--- src/order_table_best_price_core_defines.svh ---
// Assertion macros for the order table block
`ifndef ORDER_TABLE_BEST_PRICE_CORE_DEFINES_SVH
`define ORDER_TABLE_BEST_PRICE_CORE_DEFINES_SVH

// clocked check, off during reset
`define OTBP_ASSERT(lbl, prop, msg) \
	lbl: assert property (@(posedge clk) disable iff (!arst_n) prop) else $error(msg);

// clocked check, also live during reset
`define OTBP_ASSERT_ALWAYS(lbl, prop, msg) \
	lbl: assert property (@(posedge clk) prop) else $error(msg);

`endif

--- src/otbp_pkg.sv ---
// ----------------------------------------------------------------------------
// otbp_pkg
// Shared constants, codes and control types of the order table block.
// ----------------------------------------------------------------------------
`timescale 1ns / 1ps
`default_nettype none
package otbp_pkg;
	localparam int ENTRIES = 16;
	localparam int SLOT_W  = $clog2(ENTRIES);
	localparam int RANK_W  = SLOT_W;
	localparam int CNT_W   = $clog2(ENTRIES + 1);

	localparam logic [1:0] CMD_INSERT = 2'd0;
	localparam logic [1:0] CMD_DELETE = 2'd1;
	localparam logic [1:0] CMD_FIND   = 2'd2;

	localparam logic [1:0] ST_DONE      = 2'd0;
	localparam logic [1:0] ST_FULL      = 2'd1;
	localparam logic [1:0] ST_NOT_FOUND = 2'd2;

	typedef enum logic [2:0] {
		S_IDLE,
		S_EXEC,
		S_SCAN,
		S_FIN,
		S_OUT
	} state_t;

	typedef struct packed {
		logic load;
		logic exec;
		logic scan_step;
		logic fin;
	} ctrl_cmd_t;

	typedef struct packed {
		logic scan_last;
	} dp_stat_t;
endpackage
`default_nettype wire

--- src/otbp_ctrl.sv ---
// ----------------------------------------------------------------------------
// otbp_ctrl
// Sequencer: accept, execute, scan all slots, finish, present the result.
// ----------------------------------------------------------------------------
`timescale 1ns / 1ps
`default_nettype none
`include "order_table_best_price_core_defines.svh"
module otbp_ctrl import otbp_pkg::*; (
	input  wire logic      clk,
	input  wire logic      arst_n,
	input  wire logic      in_valid,
	output logic           in_ready,
	output logic           out_valid,
	input  wire logic      out_ready,
	input  wire dp_stat_t  stat,
	output ctrl_cmd_t      cmd
);
	state_t state_q, state_d;

	always_ff @(posedge clk or negedge arst_n) begin
		if (!arst_n) state_q <= S_IDLE;
		else state_q <= state_d;
	end

	always_comb begin
		state_d   = state_q;
		cmd       = '0;
		in_ready  = 1'b0;
		out_valid = 1'b0;
		unique case (state_q)
			S_IDLE: begin
				in_ready = 1'b1;
				if (in_valid) begin
					cmd.load = 1'b1;
					state_d  = S_EXEC;
				end
			end
			S_EXEC: begin
				cmd.exec = 1'b1;
				state_d  = S_SCAN;
			end
			S_SCAN: begin
				cmd.scan_step = 1'b1;
				if (stat.scan_last) state_d = S_FIN;
			end
			S_FIN: begin
				cmd.fin = 1'b1;
				state_d = S_OUT;
			end
			S_OUT: begin
				out_valid = 1'b1;
				if (out_ready) state_d = S_IDLE;
			end
			default: state_d = S_IDLE;
		endcase
	end

	`OTBP_ASSERT_ALWAYS(a_no_overlap, !(in_ready && out_valid), "ready while a word is pending")
	`OTBP_ASSERT(a_hold_out, out_valid && !out_ready |=> out_valid, "result dropped under stall")
	`OTBP_ASSERT(a_busy_after_accept, in_valid && in_ready |=> !in_ready, "accepted twice")
endmodule
`default_nettype wire

--- src/otbp_datapath.sv ---
// ----------------------------------------------------------------------------
// otbp_datapath
// Entry store, age ranks, slot scan for count, min, max and match.
// ----------------------------------------------------------------------------
`timescale 1ns / 1ps
`default_nettype none
module otbp_datapath import otbp_pkg::*; (
	input  wire logic               clk,
	input  wire logic               arst_n,
	input  wire ctrl_cmd_t          cmd,
	output dp_stat_t                stat,
	input  wire logic [1:0]         in_cmd,
	input  wire logic [3:0]         in_slot,
	input  wire logic [15:0]        in_quantity,
	input  wire logic [7:0]         in_trader,
	input  wire logic [7:0]         in_item,
	input  wire logic signed [31:0] in_price,
	input  wire logic               in_side,
	output logic [1:0]              status,
	output logic [3:0]              result_slot,
	output logic [15:0]             found_quantity,
	output logic [7:0]              found_trader,
	output logic [7:0]              found_item,
	output logic signed [31:0]      found_price,
	output logic                    found_side,
	output logic [4:0]              entry_count,
	output logic [3:0]              min_slot,
	output logic [3:0]              max_slot,
	output logic signed [31:0]      lowest_price,
	output logic signed [31:0]      highest_price
);
	logic [ENTRIES-1:0]      valid_q;
	logic [RANK_W-1:0]       rank_q [ENTRIES];
	logic [15:0]             qty_q [ENTRIES];
	logic [7:0]              trader_q [ENTRIES];
	logic [7:0]              item_q [ENTRIES];
	logic signed [31:0]      price_q [ENTRIES];
	logic                    side_q [ENTRIES];

	// latched input word
	logic [1:0]              cmd_q;
	logic [3:0]              slot_q;
	logic [15:0]             key_q;
	logic [7:0]              trader_in_q, item_in_q;
	logic signed [31:0]      price_in_q;
	logic                    side_in_q;

	logic [1:0]              st_q;
	logic [SLOT_W-1:0]       rslot_q;

	logic [SLOT_W-1:0]       idx_q;
	logic [CNT_W-1:0]        cnt_q;
	logic                    mn_v_q, mx_v_q, f_v_q;
	logic [SLOT_W-1:0]       mn_slot_q, mx_slot_q, f_slot_q;
	logic [RANK_W-1:0]       mn_rank_q, mx_rank_q, f_rank_q;
	logic signed [31:0]      mn_price_q, mx_price_q, f_price_q;
	logic [15:0]             f_qty_q;
	logic [7:0]              f_trader_q, f_item_q;
	logic                    f_side_q;

	logic                    free_found;
	logic [SLOT_W-1:0]       free_idx;
	logic [SLOT_W-1:0]       del_idx;
	logic                    del_ok;
	logic [RANK_W-1:0]       del_rank;
	logic                    do_ins, do_del;

	logic                    sv;
	logic signed [31:0]      sp;
	logic [RANK_W-1:0]       sr;
	logic                    take_mn, take_mx, take_f;

	// lowest free slot
	always_comb begin
		free_found = 1'b0;
		free_idx   = '0;
		for (int i = ENTRIES - 1; i >= 0; i--) begin
			if (!valid_q[i]) begin
				free_found = 1'b1;
				free_idx   = SLOT_W'(i);
			end
		end
	end

	assign del_idx  = SLOT_W'(slot_q);
	assign del_ok   = (32'(slot_q) < ENTRIES) && valid_q[del_idx];
	assign del_rank = rank_q[del_idx];
	assign do_ins   = cmd.exec && (cmd_q == CMD_INSERT) && free_found;
	assign do_del   = cmd.exec && (cmd_q == CMD_DELETE) && del_ok;

	assign sv = valid_q[idx_q];
	assign sp = price_q[idx_q];
	assign sr = rank_q[idx_q];
	// on equal prices the older (higher rank) entry wins
	assign take_mn = sv && (!mn_v_q || sp < mn_price_q || (sp == mn_price_q && sr > mn_rank_q));
	assign take_mx = sv && (!mx_v_q || sp > mx_price_q || (sp == mx_price_q && sr > mx_rank_q));
	assign take_f  = sv && (cmd_q == CMD_FIND) && (qty_q[idx_q] == key_q)
		&& (!f_v_q || sr < f_rank_q);

	assign stat.scan_last = (idx_q == SLOT_W'(ENTRIES - 1));

	always_ff @(posedge clk or negedge arst_n) begin
		if (!arst_n) begin
			valid_q <= '0;
			idx_q   <= '0;
			cnt_q   <= '0;
			mn_v_q  <= 1'b0;
			mx_v_q  <= 1'b0;
			f_v_q   <= 1'b0;
		end else begin
			if (do_ins) valid_q[free_idx] <= 1'b1;
			if (do_del) valid_q[del_idx] <= 1'b0;
			if (cmd.exec) begin
				idx_q  <= '0;
				cnt_q  <= '0;
				mn_v_q <= 1'b0;
				mx_v_q <= 1'b0;
				f_v_q  <= 1'b0;
			end else if (cmd.scan_step) begin
				idx_q <= idx_q + 1'b1;
				if (sv) cnt_q <= cnt_q + 1'b1;
				if (take_mn) mn_v_q <= 1'b1;
				if (take_mx) mx_v_q <= 1'b1;
				if (take_f) f_v_q <= 1'b1;
			end
		end
	end

	always_ff @(posedge clk) begin
		if (cmd.load) begin
			cmd_q       <= in_cmd;
			slot_q      <= in_slot;
			key_q       <= in_quantity;
			trader_in_q <= in_trader;
			item_in_q   <= in_item;
			price_in_q  <= in_price;
			side_in_q   <= in_side;
		end
		for (int i = 0; i < ENTRIES; i++) begin
			if (do_ins) begin
				if (SLOT_W'(i) == free_idx) rank_q[i] <= '0;
				else if (valid_q[i]) rank_q[i] <= rank_q[i] + 1'b1;
			end else if (do_del) begin
				if (valid_q[i] && rank_q[i] > del_rank) rank_q[i] <= rank_q[i] - 1'b1;
			end
		end
		if (do_ins) begin
			qty_q[free_idx]    <= key_q;
			trader_q[free_idx] <= trader_in_q;
			item_q[free_idx]   <= item_in_q;
			price_q[free_idx]  <= price_in_q;
			side_q[free_idx]   <= side_in_q;
		end
		if (cmd.exec) begin
			if (cmd_q == CMD_INSERT) begin
				st_q    <= free_found ? ST_DONE : ST_FULL;
				rslot_q <= free_found ? free_idx : '0;
			end else if (do_del) begin
				st_q    <= ST_DONE;
				rslot_q <= del_idx;
			end else begin
				st_q    <= ST_NOT_FOUND;
				rslot_q <= '0;
			end
		end
		if (cmd.scan_step) begin
			if (take_mn) begin
				mn_slot_q  <= idx_q;
				mn_rank_q  <= sr;
				mn_price_q <= sp;
			end
			if (take_mx) begin
				mx_slot_q  <= idx_q;
				mx_rank_q  <= sr;
				mx_price_q <= sp;
			end
			if (take_f) begin
				f_slot_q   <= idx_q;
				f_rank_q   <= sr;
				f_qty_q    <= qty_q[idx_q];
				f_trader_q <= trader_q[idx_q];
				f_item_q   <= item_q[idx_q];
				f_price_q  <= sp;
				f_side_q   <= side_q[idx_q];
			end
		end
		if (cmd.fin) begin
			if (cmd_q == CMD_FIND && f_v_q) begin
				status         <= ST_DONE;
				result_slot    <= 4'(f_slot_q);
				found_quantity <= f_qty_q;
				found_trader   <= f_trader_q;
				found_item     <= f_item_q;
				found_price    <= f_price_q;
				found_side     <= f_side_q;
			end else begin
				status         <= st_q;
				result_slot    <= 4'(rslot_q);
				found_quantity <= '0;
				found_trader   <= '0;
				found_item     <= '0;
				found_price    <= '0;
				found_side     <= 1'b0;
			end
			entry_count   <= 5'(cnt_q);
			min_slot      <= mn_v_q ? 4'(mn_slot_q) : 4'd0;
			max_slot      <= mx_v_q ? 4'(mx_slot_q) : 4'd0;
			lowest_price  <= mn_v_q ? mn_price_q : 32'sd0;
			highest_price <= mx_v_q ? mx_price_q : 32'sd0;
		end
	end
endmodule
`default_nettype wire

--- src/order_table_best_price_core.sv ---
// ----------------------------------------------------------------------------
// order_table_best_price_core
// Order table of 16 entries with newest-match search and best-price report.
// ----------------------------------------------------------------------------
// Usage:
//   Input channel in_valid/in_ready carries one command word (insert, delete
//   by slot, find by quantity). Output channel out_valid/out_ready returns one
//   result word per command, with entry count and min/max price slots.
//   One command is in flight at a time: accept, execute, scan of all ENTRIES
//   slots (one slot per cycle through a single compare unit), finish, then
//   the result is presented with out_valid. A new command is accepted only
//   after the receiver has taken the result of the last one.
//   While out_ready is low the result word holds and in_ready stays low.
//   Reset (arst_n low) empties the table at once; no clearing pass.
// ----------------------------------------------------------------------------
`timescale 1ns / 1ps
`default_nettype none
module order_table_best_price_core import otbp_pkg::*; (
	input  wire logic               clk,
	input  wire logic               arst_n,
	input  wire logic               in_valid,
	output logic                    in_ready,
	input  wire logic [1:0]         cmd,
	input  wire logic [3:0]         slot,
	input  wire logic [15:0]        quantity,
	input  wire logic [7:0]         trader_id,
	input  wire logic [7:0]         item_id,
	input  wire logic signed [31:0] price,
	input  wire logic               side,
	output logic                    out_valid,
	input  wire logic               out_ready,
	output logic [1:0]              status,
	output logic [3:0]              result_slot,
	output logic [15:0]             found_quantity,
	output logic [7:0]              found_trader,
	output logic [7:0]              found_item,
	output logic signed [31:0]      found_price,
	output logic                    found_side,
	output logic [4:0]              entry_count,
	output logic [3:0]              min_slot,
	output logic [3:0]              max_slot,
	output logic signed [31:0]      lowest_price,
	output logic signed [31:0]      highest_price
);
	ctrl_cmd_t ctl;
	dp_stat_t  dst;

	otbp_ctrl u_ctrl (
		.clk       (clk),
		.arst_n    (arst_n),
		.in_valid  (in_valid),
		.in_ready  (in_ready),
		.out_valid (out_valid),
		.out_ready (out_ready),
		.stat      (dst),
		.cmd       (ctl)
	);

	otbp_datapath u_dp (
		.clk            (clk),
		.arst_n         (arst_n),
		.cmd            (ctl),
		.stat           (dst),
		.in_cmd         (cmd),
		.in_slot        (slot),
		.in_quantity    (quantity),
		.in_trader      (trader_id),
		.in_item        (item_id),
		.in_price       (price),
		.in_side        (side),
		.status         (status),
		.result_slot    (result_slot),
		.found_quantity (found_quantity),
		.found_trader   (found_trader),
		.found_item     (found_item),
		.found_price    (found_price),
		.found_side     (found_side),
		.entry_count    (entry_count),
		.min_slot       (min_slot),
		.max_slot       (max_slot),
		.lowest_price   (lowest_price),
		.highest_price  (highest_price)
	);
endmodule
`default_nettype wire
--- config.mk ---
export PLATFORM = sky130hd
export DESIGN_NAME = order_table_best_price_core
export DESIGN_NICKNAME = d
export VERILOG_FILES = /design/src/otbp_pkg.sv /design/src/otbp_ctrl.sv /design/src/otbp_datapath.sv /design/src/order_table_best_price_core.sv
export VERILOG_INCLUDE_DIRS = /design/src /design/src/src
export SDC_FILE = /design/constraint.sdc
export NUM_CORES = 2
export LEC_CHECK = 0
export BUFFER_PORTS_ARGS = -buffer_cell sky130_fd_sc_hd__buf_2
export CAP_MARGIN = 20
export CORE_UTILIZATION = 57
export DETAILED_ROUTE_END_ITERATION = 10
export PLACE_DENSITY = 0.74
export SLEW_MARGIN = 0
export SYNTH_ARGS = -nofsm -noshare
export SYNTH_HDL_FRONTEND = slang
export SYNTH_SLANG_ARGS = --single-unit
--- constraint.sdc ---
create_clock -name clk -period 35.8 [get_ports clk]
set_input_delay 3.58 -clock clk [delete_from_list [all_inputs] [get_ports clk]]
set_output_delay 3.58 -clock clk [all_outputs]
set_load 0.03 [all_outputs]
==> metrics.csv <==
stage,metric,value,unit
route,vias_per_cell,6.535,
route,dr.pass1.iters,6,
min_path,hold_path.class,reg -> reg,
floorplanning,die_w,333.4,um
clock_tree,htree_num_levels,4,
power_and_ir_drop,leakagePower,23.96,nW
floorplanning,core_area,0.1089,mm^2
worst_setup_path,worstReg2RegStart,u_dp.idx_q[0]$_DFFE_PN0P_,
placed_design,pre_cts_ws,27500,ps
sta,fmax,0.1297,GHz
worst_setup_path,required,36250,ps
placed_design,dp_hpwl,86050,um
synth,synth-seq-cells,1517,
route,vias,33400,
grt,grt_util_met2,42.55,%
sta,min_period_over_period,21.53,%
sta,slew_headroom,25.66,%
sta,slew_viol_final,0,
sta,finClkSkew,34.75,ps
worst_setup_path,critPathKind,reg -> reg,
clock_tree,cts.path.max_buffers,3,
sta,fin_crit,7708,ps
grt,met1_usage,39.75,%
route,first_iter_violations,4355,
floorplanning,rows,121,
floorplanning,ios,225,
sta,setup_viol_count_final,0,
placed_design,finalWeightedCongestion,0.8873,
worst_setup_path,critPathLaunch,u_dp.idx_q[0]$_DFFE_PN0P_,
synth,yosysSeqAreaShare,72.45,%
worst_setup_path,max_stage_delay,980,ps
synth,synthArstFlopShare,2.044,%
grt,grt_pass1_vias,33030,
route,drc,0,
final_layout,area_delta_synth_final,12.34,%
placed_design,port_buffers,224,
clock_tree,cts_root_buffer,clkbuf_16,
clock_tree,cts_hold_buf,0,
status,status,"complete, no violations",
grt,grt_use_total,27.45,%
clock_tree,post_cts.repair.setup_buffers,0,
worst_setup_path,worstSetupEndpointType,flop,
synth,synth_edf_count,1482,
clock_tree,cts-resized-gates,0,
grt,grt.busiest_layer,met2,
route,postRouteAntennaNets,0,
clock_tree,clk_pin_slew,60,ps
job,maxCapViolCount,0,
power_and_ir_drop,total_power,5.153,mW
worst_setup_path,crit_arrival,8160,ps
sta,rsz0062_at_grt,false,
worst_setup_path,crit_chain,buf_12 > buf_4 > buf_4 > buf_16 > mux4_2 > mux4_2 > ha_1 > nand4_1 > nor4_1 > a21boi_0 > a311oi_1 > nand3_1 > xor2_1 > o21a_2 > buf_12,
sta,worstMarginPinSlew,1115,ps
grt,grt.overflow.total,0,
floorplanning,die-area,0.1112,mm^2
final_layout,drive_above_1_share,24.14,%
grt,grt_util_met3,5.570,%
grt,grt_first_pass_wirelength,220400,um
final_layout,nNetsFinal,3827,
clock_tree,clkLatencyLatePin,760,ps
synth,ys.flop_type,edfxtp_1,
worst_setup_path,critPathLaunchType,flop,
synth,synth_cell_types,70,
power_and_ir_drop,powerDensity,73.26,mW/mm^2
route,drt-total-wl,151300,um
grt,antenna_found_initial,6,
synth,avgSynthCellArea,19.16,um^2
synth,yosys_warnings,0,
sta,setup_tns,0,ps
sta,setup_ws,28090,ps
power_and_ir_drop,ir_drop,0.05836,mV
synth,synth_area,0.06261,mm^2
route,wire_per_inst,29.60,um
clock_tree,tritoncts,built,
floorplanning,die_y,333.4,um
clock_tree,cts_buffers,152,
clock_tree,cts.sinks,1517,
min_path,hp-start,u_dp.cnt_q[4]$_DFFE_PN0P_,
synth,syn_nets,3517,
floorplanning,initial_core_util,57.51,%
worst_setup_path,slowest_stage,dfrtp_4,
synth,synthCells,3268,
grt,grt_start_max_net_pins,110,
worst_setup_path,crit_fanout,109,
sta,finalHoldViolCount,0,
[state kept, by name (all words and copies together) (netlist names), 32 cells and up, named ones only]
register and count:
u_dp.price_q 512, u_dp.qty_q 256, u_dp.item_q 128, u_dp.trader_q 128, u_dp.rank_q 64, u_dp.f_price_q 32
u_dp.found_price 32, u_dp.highest_price 32, u_dp.lowest_price 32, u_dp.mn_price_q 32, u_dp.mx_price_q 32, u_dp.price_in_q 32
[cells in the final DEF (no fill, tap or decap), types with 9 or more instances in the layout]
master | Yosys | final
nand2b_1 | 66 | 66
nand2_1 | 88 | 88
nor2_1 | 85 | 74
and3_1 | 84 | 82
mux4_2 | 335 | 335
o21a_1 | 24 | 23
dfrtp_1 | 31 | 27
nor2b_1 | 32 | 31
inv_1 | 130 | 130
xor2_1 | 13 | 13
xnor2_1 | 13 | 13
nand4_1 | 36 | 36
and2_1 | 87 | 87
mux2_2 | 32 | 32
clkinv_1 | 2 | 31
clkbuf_16 | 0 | 156
buf_4 | 7 | 58
nor4_1 | 12 | 11
ha_1 | 173 | 173
edfxtp_1 | 1482 | 1482
a2bb2oi_1 | 9 | 9
o21ai_0 | 66 | 65
mux2i_1 | 48 | 48
a31oi_1 | 41 | 41
clkbuf_1 | 73 | 38
nor2_4 | 0 | 10
clkinv_2 | 1 | 22
a21o_1 | 11 | 11
nor3_1 | 32 | 26
nand3_1 | 17 | 17
a21oi_1 | 46 | 46
a221oi_1 | 27 | 27
buf_2 | 35 | 224
[report_power, final]
| group | switching (mW) | total, mW | leakage [nW] | internal (mW) |
|---|---|---|---|---|
| Sequential | 0.162 | 2.35 | 13.8 | 2.19 |
| Combinational | 0.731 | 1.28 | 7.89 | 0.552 |
| Clock | 0.663 | 1.52 | 2.30 | 0.852 |
| Total | 1.56 | 5.15 | 24.0 | 3.60 |
[final timing paths]
path / end / slack (ps) / cells past startpoint
worst min register to register: u_dp.entry_count[4]$_DFFE_PP_ / 460 / 0
worst max register to register: u_dp.mn_price_q[27]$_DFFE_PP_ / 28090 / 15
min in group asynchronous: u_dp.mn_v_q$_DFFE_PN0P_ / 2990 / 1
max in group asynchronous: u_dp.idx_q[2]$_DFFE_PN0P_ / 32090 / 1
worst min-delay path: u_dp.entry_count[4]$_DFFE_PP_ / 460 / 0
worst max-delay path: u_dp.mn_price_q[27]$_DFFE_PP_ / 28090 / 15
[layer usage]
layer / vias up / routed length, um
li1: 13920 / -
met1: 17320 / 61410
met2: 1878 / 71470
met3: 280 / 14290
met4: 2 / 4065
met5: - / 13
[final cells by class]
class                      instances  area, um^2
tap                             1414        1769
antenna                            1       2.502
clock buffer                     197        4088
timing repair buffer             286        1652
sequential                      1517       45370
inverter                         133       503.0
clock inverter                    74       640.6
multi-input combinational       1488       16300
fill                            7157       38520
[metrics by stage]
| stage | hold WS, ps | utilization (%) | instances | area (um^2) |
|---|---|---|---|---|
| after floorplan | 444.4 | - | 3268 | 62610 |
| after global placement | 454.8 | 60.19 | 4835 | 65520 |
| after detailed placement | 453.2 | 60.22 | 4836 | 65550 |
| after CTS | 465.9 | 64.56 | 5107 | 70280 |
| after global routing | 494.5 | 64.61 | 5109 | 70330 |
| final | 463.2 | 64.61 | 5110 | 70330 |
[cells in the mapped netlist (all sizes together) (17+ instances only)]
cell,n,area (um^2)
nand3,17,85.08
a31oi,41,256.5
nand4,37,237.7
dfrtp,31,775.7
buf,57,317.8
and3,84,525.5
o21a,24,180.2
mux2,32,360.4
nor3,32,160.2
nand2,88,330.3
nor2b,32,200.2
a21oi,46,230.2
a221oi,27,236.5
mux2i,48,480.5
ha,173,2165
inv,130,488.0
and2,87,544.3
nand2b,66,412.9
nor2,85,319.1
mux4,343,7755
clkbuf,73,274.0
o21ai,66,330.3
edfxtp,1482,44500
[critical path, delay by kind of cell, from the launching register on]
family / cells / cell delay [ps]
muxes: 2 / 1180
adders and majority gates: 1 / 350
DFF: 1 / 980
xor gates and xnor gates: 1 / 150
AOI/OAI and AO/OA: 3 / 850
and+or+nand+nor: 3 / 960
buffers and inverters: 5 / 2590
[logic make-up after synthesis]
logic type	count (synthesis)	share of synthesized area, %
AO/OA/AOI/OAI	305	3.346
adder cells (fa/ha/maj)	174	3.489
XOR/XNOR	26	0.3637
flip-flops	1517	72.45
multiplexers	423	13.73
AND/OR/NAND/NOR	560	4.876
buffers and inverters	263	1.745
(Power assumes the default switching activity.)
